<file path="src/sv/assert_macros.svh">
// assertion macros used by the pixel core rtl
// no dependencies
`ifndef ASSERT_MACROS_SVH
`define ASSERT_MACROS_SVH

// property checked on every rising edge outside reset
`define ASSERT_CLK(label, clk, rst, prop) \
  label: assert property (@(posedge clk) disable iff (rst) (prop)) \
    else $error("assertion failed");

// same-cycle implication checked outside reset
`define ASSERT_IMPL(label, clk, rst, ante, cons) \
  label: assert property (@(posedge clk) disable iff (rst) (ante) |-> (cons)) \
    else $error("assertion failed");

`endif

</file>
<file path="src/sv/idp_pkg.sv">
// constants, types and register codes of the inclined disk profile pixel core
// no dependencies
package idp_pkg;

  localparam int DATA_W    = 32;
  localparam int TRIG_W    = 18;
  localparam int RECIP_W   = 24;
  localparam int CFG_IDX_W = 3;

  typedef enum logic [CFG_IDX_W-1:0] {
    REG_AMPLITUDE    = 3'd0,
    REG_INV_SCALE    = 3'd1,
    REG_SIN_PA       = 3'd2,
    REG_COS_PA       = 3'd3,
    REG_INV_COS_INC  = 3'd4,
    REG_GAIN         = 3'd5,
    REG_PROFILE_MODE = 3'd6
  } cfg_reg_t;

  // square root unit
  localparam int SQ_RAD_W    = 48;
  localparam int SQ_ROOT_W   = 24;
  localparam int SQRT_STEPS  = 3;
  localparam int SQRT_STAGES = SQ_ROOT_W / SQRT_STEPS;

  // exponential unit
  localparam int EXP_T_W       = 20;
  localparam int EXP_TERMS     = 12;
  localparam int EXP_SQUARINGS = 4;
  localparam int EXP_LAT       = 2 * EXP_TERMS + EXP_SQUARINGS + 1;
  localparam int E_W           = 17;
  localparam int EXP_ZERO_T    = 12 * 65536;

  localparam logic [31:0] Q31_ONE    = 32'h8000_0000;
  localparam logic [23:0] RADIUS_CAP = 24'h80_0000;

  typedef struct packed {
    logic               zero;
    logic [EXP_T_W-1:0] t;
  } exp_arg_t;

endpackage

</file>
<file path="src/sv/idp_isqrt.sv">
// pipelined integer square root, a few result bits per stage
// depends on idp_pkg
module idp_isqrt (
  input  logic                          clk,
  input  logic                          en,
  input  logic [idp_pkg::SQ_RAD_W-1:0]  rad,
  output logic [idp_pkg::SQ_ROOT_W-1:0] root
);
  import idp_pkg::*;

  localparam int REM_W  = SQ_ROOT_W + 2;
  localparam int WORK_W = REM_W + 2;

  logic [SQ_RAD_W-1:0]  rad_q  [SQRT_STAGES];
  logic [REM_W-1:0]     rem_q  [SQRT_STAGES];
  logic [SQ_ROOT_W-1:0] root_q [SQRT_STAGES];

  for (genvar g = 0; g < SQRT_STAGES; g++) begin : g_stage
    logic [SQ_RAD_W-1:0]  rad_in;
    logic [REM_W-1:0]     rem_in;
    logic [REM_W-1:0]     rem_out;
    logic [SQ_ROOT_W-1:0] root_in;
    logic [SQ_ROOT_W-1:0] root_out;

    if (g == 0) begin : g_first
      assign rad_in  = rad;
      assign rem_in  = '0;
      assign root_in = '0;
    end else begin : g_next
      assign rad_in  = rad_q[g-1];
      assign rem_in  = rem_q[g-1];
      assign root_in = root_q[g-1];
    end

    always_comb begin
      logic [WORK_W-1:0] work;
      logic [WORK_W-1:0] trial;
      int                pos;
      rem_out  = rem_in;
      root_out = root_in;
      work     = '0;
      trial    = '0;
      pos      = 0;
      for (int j = 0; j < SQRT_STEPS; j++) begin
        pos   = SQ_ROOT_W - 1 - (g * SQRT_STEPS + j);
        work  = {rem_out, rad_in[2*pos +: 2]};
        trial = {2'b00, root_out, 2'b01};
        if (work >= trial) begin
          rem_out  = REM_W'(work - trial);
          root_out = {root_out[SQ_ROOT_W-2:0], 1'b1};
        end else begin
          rem_out  = REM_W'(work);
          root_out = {root_out[SQ_ROOT_W-2:0], 1'b0};
        end
      end
    end

    always_ff @(posedge clk) begin
      if (en) begin
        rad_q[g]  <= rad_in;
        rem_q[g]  <= rem_out;
        root_q[g] <= root_out;
      end
    end
  end

  assign root = root_q[SQRT_STAGES-1];

endmodule

</file>
<file path="config.mk">
export PLATFORM = sky130hd
export DESIGN_NAME = idp_isqrt
export DESIGN_NICKNAME = d
export VERILOG_FILES = /design/src/sv/assert_macros.svh /design/src/sv/idp_pkg.sv /design/src/sv/idp_isqrt.sv
export SDC_FILE = /design/constraint.sdc
export NUM_CORES = 1
export LEC_CHECK = 0
export BUFFER_PORTS_ARGS = -buffer_cell sky130_fd_sc_hd__buf_2
export CAP_MARGIN = 20
export CORE_UTILIZATION = 36
export CTS_BUF_LIST = sky130_fd_sc_hd__clkbuf_8
export DETAILED_ROUTE_END_ITERATION = 16
export GPL_TIMING_DRIVEN = 0
export PLACE_DENSITY = 0.62
export SYNTH_ARGS = -nofsm -noshare
export SYNTH_HDL_FRONTEND = slang
export SYNTH_SLANG_ARGS = --single-unit
</file>
<file path="constraint.sdc">
create_clock -name clk -period 19.7 [get_ports clk]
set_input_delay 1.97 -clock clk [delete_from_list [all_inputs] [get_ports clk]]
set_output_delay 1.97 -clock clk [all_outputs]
set_load 0.01 [all_outputs]
</file>
-- Yosys cells after proc, flatten, opt, wreduce, memory -nomap -nowiden
Memories as Yosys holds them, arrays and structs flattened.
Cells that the tools add are included.
- word-level logic and storage cells: 101
- register bits: 0
- output and inout port bits: 24
- memories kept: 3
- bits in writable memories: 784
- input port bits: 50
- memories (memory ; words ; width ; read ports ; clocked after memory_dff ; write ports ; RTL line ; RTL):
    rad_q ; 8 ; 48 ; 7 ; 0 ; 8 ; idp_isqrt.sv:14 ; logic [SQ_RAD_W-1:0] rad_q [SQRT_STAGES];
    rem_q ; 8 ; 26 ; 7 ; 0 ; 8 ; idp_isqrt.sv:15 ; logic [REM_W-1:0] rem_q [SQRT_STAGES];
    root_q ; 8 ; 24 ; 8 ; 0 ; 8 ; idp_isqrt.sv:16 ; logic [SQ_ROOT_W-1:0] root_q [SQRT_STAGES];
- multiplexer cells: 50
- order comparisons: 24
- add/sub/neg operators: 24
- operators by type and width (cell ; count):
    26-bit two-way mux ; 24
    28-bit by 26-bit >= comparator with 1-bit output ; 21
    26-bit subtractor ; 21
    28-bit by 3-bit >= comparator with 1-bit output ; 1
    28-bit by 4-bit >= comparator with 1-bit output ; 1
    1-bit two-way mux ; 26
    26-bit by 3-bit subtractor with 26-bit output ; 1
    26-bit by 4-bit subtractor with 26-bit output ; 1
    2-bit by 1-bit subtractor with 3-bit output, second input constant ; 1
    2-bit by 1-bit >= comparator with 1-bit output, second input constant ; 1

-- Depth between registers and ports, before layout
An unclocked memory read counts as a cell.
- word-level depth: 7
- gate-level depth with buffers: 44
- depth with buffers taken out: 42

-- Least setup slack after synthesis
OpenSTA, ideal clock, no wires.
- path type: register -> register
- start: memory root_q[3][11], in the netlist root_q[0][83]
- end: memory rem_q[4][10] in the netlist's numbering (data pin)
- required time: 19440 ps
- cell stages (with the launch flop): 36
- library setup time: 260 ps
- arrival: 8054 ps
- clock period less this slack: 8314 ps
- path buffers: 8
- setup slack: 11386 ps
- path through: edfxtp_1 -> inv_1 -> ha_1 -> a2111o_1 -> nor3_2 -> nand3_1 -> inv_1 -> buf_2 -> buf_1 -> o21ai_0 -> ha_1 -> clkbuf_1 -> nand2_1 -> o21ai_0 -> a31oi_1 -> o21ai_0 -> nand3_1 -> o21ai_0 -> nor3_1 -> nand4b_1 -> clkbuf_1 -> clkbuf_1 -> clkbuf_1 -> a21oi_1 -> ha_1 -> and2_1 -> or2_2 -> a21oi_1 -> nor2b_1 -> a311o_1 -> a21oi_1 -> o311ai_0 -> or4_1 -> clkbuf_1 -> clkbuf_1 -> mux2_2
- RTL lines (item ; RTL line):
    from (decl) ; idp_isqrt.sv:16
    to (decl) ; idp_isqrt.sv:15

==> load_flow_metrics.sql <==
INSERT INTO impl_metrics (metric_group, metric, value, unit) VALUES
('status', 'outcome', 'complete, no violations', ''),
('power', 'worst_ir_drop_vdd', '0.0764', 'mV'),
('clocking', 'post_cts.repair.setup_buffers', '0', ''),
('timing', 'timing.setup.tns', '0', 'ns'),
('global_route', 'first_global_vias', '31100', ''),
('setup_path', 'critPathRequiredTime', '20.11', 'ns'),
('clocking', 'clock_root_buffer', 'clkbuf_8', ''),
('finish', 'drive_gt1_share', '7.35', '%'),
('route', 'routed_wire_length_per_instance', '18.1', 'um'),
('clocking', 'postCtsResizedCells', '0', ''),
('global_route', 'grt_first_pass_wirelength', '170000', 'um'),
('timing', 'rsz_0062_raised_after_global_routing', 'false', ''),
('power', 'switching_share_of_power', '44.9', '%'),
('global_route', 'antenna_found_initial', '3', ''),
('route', 'via_count', '33400', ''),
('clocking', 'max-clock-path-buffers', '3', ''),
('setup_path', 'timing_worst_setup_path_type', 'flop to flop', ''),
('clocking', 'worst_skew_pair.late_latency', '0.73', 'ns'),
('clocking', 'clock_tree.htree_level_count', '3', ''),
('setup_path', 'r2r_cells', '39', ''),
('timing', 'post-route-min-period', '11.61', 'ns'),
('placed_design', 'numPortBuffers', '73', ''),
('power', 'p_per_area', '141', 'mW/mm^2'),
('synth', 'synth_sequential_area_ratio', '35.2', '%'),
('finish', 'layout.cells.most_common', 'edfxtp_1', ''),
('route', 'drt_iter0_markers', '2811', ''),
('synth', 'synth_edf_count', '458', ''),
('route', 'routed_wirelength', '108000', 'um'),
('timing', 'hold_viol', '0', ''),
('setup_path', 'crit_path_max_fanout', '11', ''),
('power', 'power.sequential.fraction', '24.8', '%'),
('route', 'drtAntennaViolNets', '0', ''),
('floorplan', 'io_pins', '74', ''),
('clocking', 'clock_sinks', '458', ''),
('finish', 'final_cell_mix', 'edfxtp_1 (458), nor2_1 (382), nand2_1 (360)', ''),
('synth', 'post_synth_inst_count', '4340', ''),
('timing', 'timing.slew.headroom', '21.1', '%'),
('synth', 'postSynthAreaPerCell', '9.00', 'um^2'),
('clocking', 'tritoncts', 'built', ''),
('placed_design', 'gp_congestion', '0.932', ''),
('floorplan', 'initial_core_util', '36.4', '%'),
('synth', 'warning_count_from_the_yosys_run', '0', ''),
('setup_path', 'arrival', '12.02', 'ns'),
('power', 'power_report.internal_total', '3.33', 'mW'),
('floorplan', 'floorplan.core_area', '0.107', 'mm^2'),
('timing', 'finalSetupViolCount', '0', ''),
('floorplan', 'design.die.area', '0.110', 'mm^2'),
('synth', 'synth_cell_type_count', '112', ''),
('power', 'static-leakage-power', '16.9', 'nW'),
('finish', 'fillerInstances', '10700', ''),
('synth', 'yosys_most_used_dff', 'edfxtp_1', ''),
('timing', 'finalMaxSlewViolations', '0', ''),
('finish', 'fin_nets', '4880', ''),
('global_route', 'grt_start_max_net_pins', '127', ''),
('route', 'drt_drc_violations_left', '0', ''),
('route', 'vias_per_cell', '5.60', ''),
('timing', 'fin_crit_sh', '58.9', '%'),
('worst_hold_path', 'min_path_cells', '0', ''),
('finish', 'multi_input_area', '0.0239', 'mm^2'),
('global_route', 'grt_remaining_overflow', '0', ''),
('power', 'net-switching-power', '2.71', 'mW'),
('finish', 'seqCellArea', '0.0138', 'mm^2'),
('power', 'power_frac_comb', '60.4', '%'),
('setup_path', 'timing.critical_path.slowest_stage_cell', 'a2111oi_0', ''),
('synth', 'post_synth_design_cell_area', '0.0391', 'mm^2'),
('global_route', 'grt_util_all_layers', '19.1', '%'),
('placed_design', 'place.detailed.hpwl', '85800', 'um'),
('clocking', 'cts-hold-fix-buffers', '0', ''),
('floorplan', 'placement_rows', '120', ''),
('timing', 'tightestPinTransition', '1.17', 'ns'),
('setup_path', 'crit_path_max_incr_delay', '0.60', 'ns');
worst max-delay path: cells and delay by family, from the launching register on:
| family | cells | cell delay, ns |
|---|---|---|
| fa+ha+maj | 3 | 0.88 |
| simple gates | 12 | 2.52 |
| compound gates | 17 | 4.66 |
| buf+inv | 7 | 2.71 |
| flops | 1 | 0.51 |
per-layer routing:
layer	global-route usage, %	up-vias	wire length, um
met5	0	-	0
met4	6.20	0	2840
met3	2.40	153	5570
met2	30.1	876	48000
met1	27.1	15900	52000
li1	-	16500	-
final cells by class:
cell class | instances | share of cell area (%)
Antenna cell | 1 | 0.00583
Buffer | 119 | 1.17
Clock buffer | 83 | 2.66
Clock inverter | 63 | 1.06
Inverter | 249 | 2.19
Multi-Input combinational cell | 3516 | 55.6
Sequential cell | 458 | 32.1
Tap cell | 1403 | 4.09
Timing Repair Buffer | 81 | 1.12
per-stage QoR:
step	std cells	total power, mW	util [%]	area, um^2	worst slack (ns)
floorplan	4342	4.26	-	39100	11.39
global placement	5818	5.07	38.4	41200	8.42
detailed placement	5824	5.10	38.5	41300	8.56
CTS	5970	6.04	40.0	42900	8.55
global route	5973	6.55	40.0	42900	7.46
finish	5973	6.05	40.0	42900	8.09
logic make-up after synthesis:
group	after synthesis	share of synthesized area [%]
muxes	65	1.83
other	1	0.00960
and+or+nand+nor	1511	19.9
adders and majority gates	324	10.4
xor gates and xnor gates	412	9.34
DFF	458	35.2
AOI/OAI and AO/OA	1201	19.7
buffers and inverters	368	3.69
final timing paths:
| check | startpoint | to | slack (ns) |
|---|---|---|---|
| min reg2reg | rad_q[3][3]$_DFFE_PP_ | rad_q[4][3]$_DFFE_PP_ | 0.39 |
| max | root_q[1][26]$_DFFE_PP_ | rem_q[6][18]$_DFFE_PP_ | 8.09 |
| max reg2reg | root_q[1][26]$_DFFE_PP_ | rem_q[6][18]$_DFFE_PP_ | 8.09 |
| min | rad_q[3][3]$_DFFE_PP_ | rad_q[4][3]$_DFFE_PP_ | 0.39 |
power by group through the flow:
stage,Combinational (mW),Sequential [mW],Clock (mW)
5_1_grt,4.06,1.52,0.971
3_3_place_gp,3.54,1.53,0
2_1_floorplan,2.81,1.45,0
3_5_place_dp,3.58,1.52,0
6_report,3.65,1.50,0.897
4_1_cts,3.60,1.50,0.939
sequential cells by signal, summed over array words and instances, names as in the netlist:
signal,count
rad_q,168
rem_q,182
root_q,108
cells in the mapped netlist (41+ instances only):
library cell / instances / share of area, %
o21ai_0: 273 / 3.5
nor2b_1: 50 / 0.80
a21o_1: 115 / 2.2
clkbuf_1: 84 / 0.81
xor2_1: 141 / 3.2
nand2b_1: 60 / 0.96
o21a_1: 57 / 1.1
nor4_1: 59 / 0.94
inv_1: 245 / 2.4
mux2_2: 41 / 1.2
nor2_1: 382 / 3.7
edfxtp_1: 458 / 35
or3_1: 44 / 0.70
a31oi_1: 54 / 0.86
a211oi_1: 43 / 0.83
ha_1: 324 / 10
nand2_1: 360 / 3.5
nand4_1: 64 / 1.0
nor3_1: 113 / 1.4
xnor2_1: 267 / 6.0
nand3_1: 107 / 1.4
a21oi_1: 356 / 4.6
No activity file was read; power rests on OpenSTA's default activity.
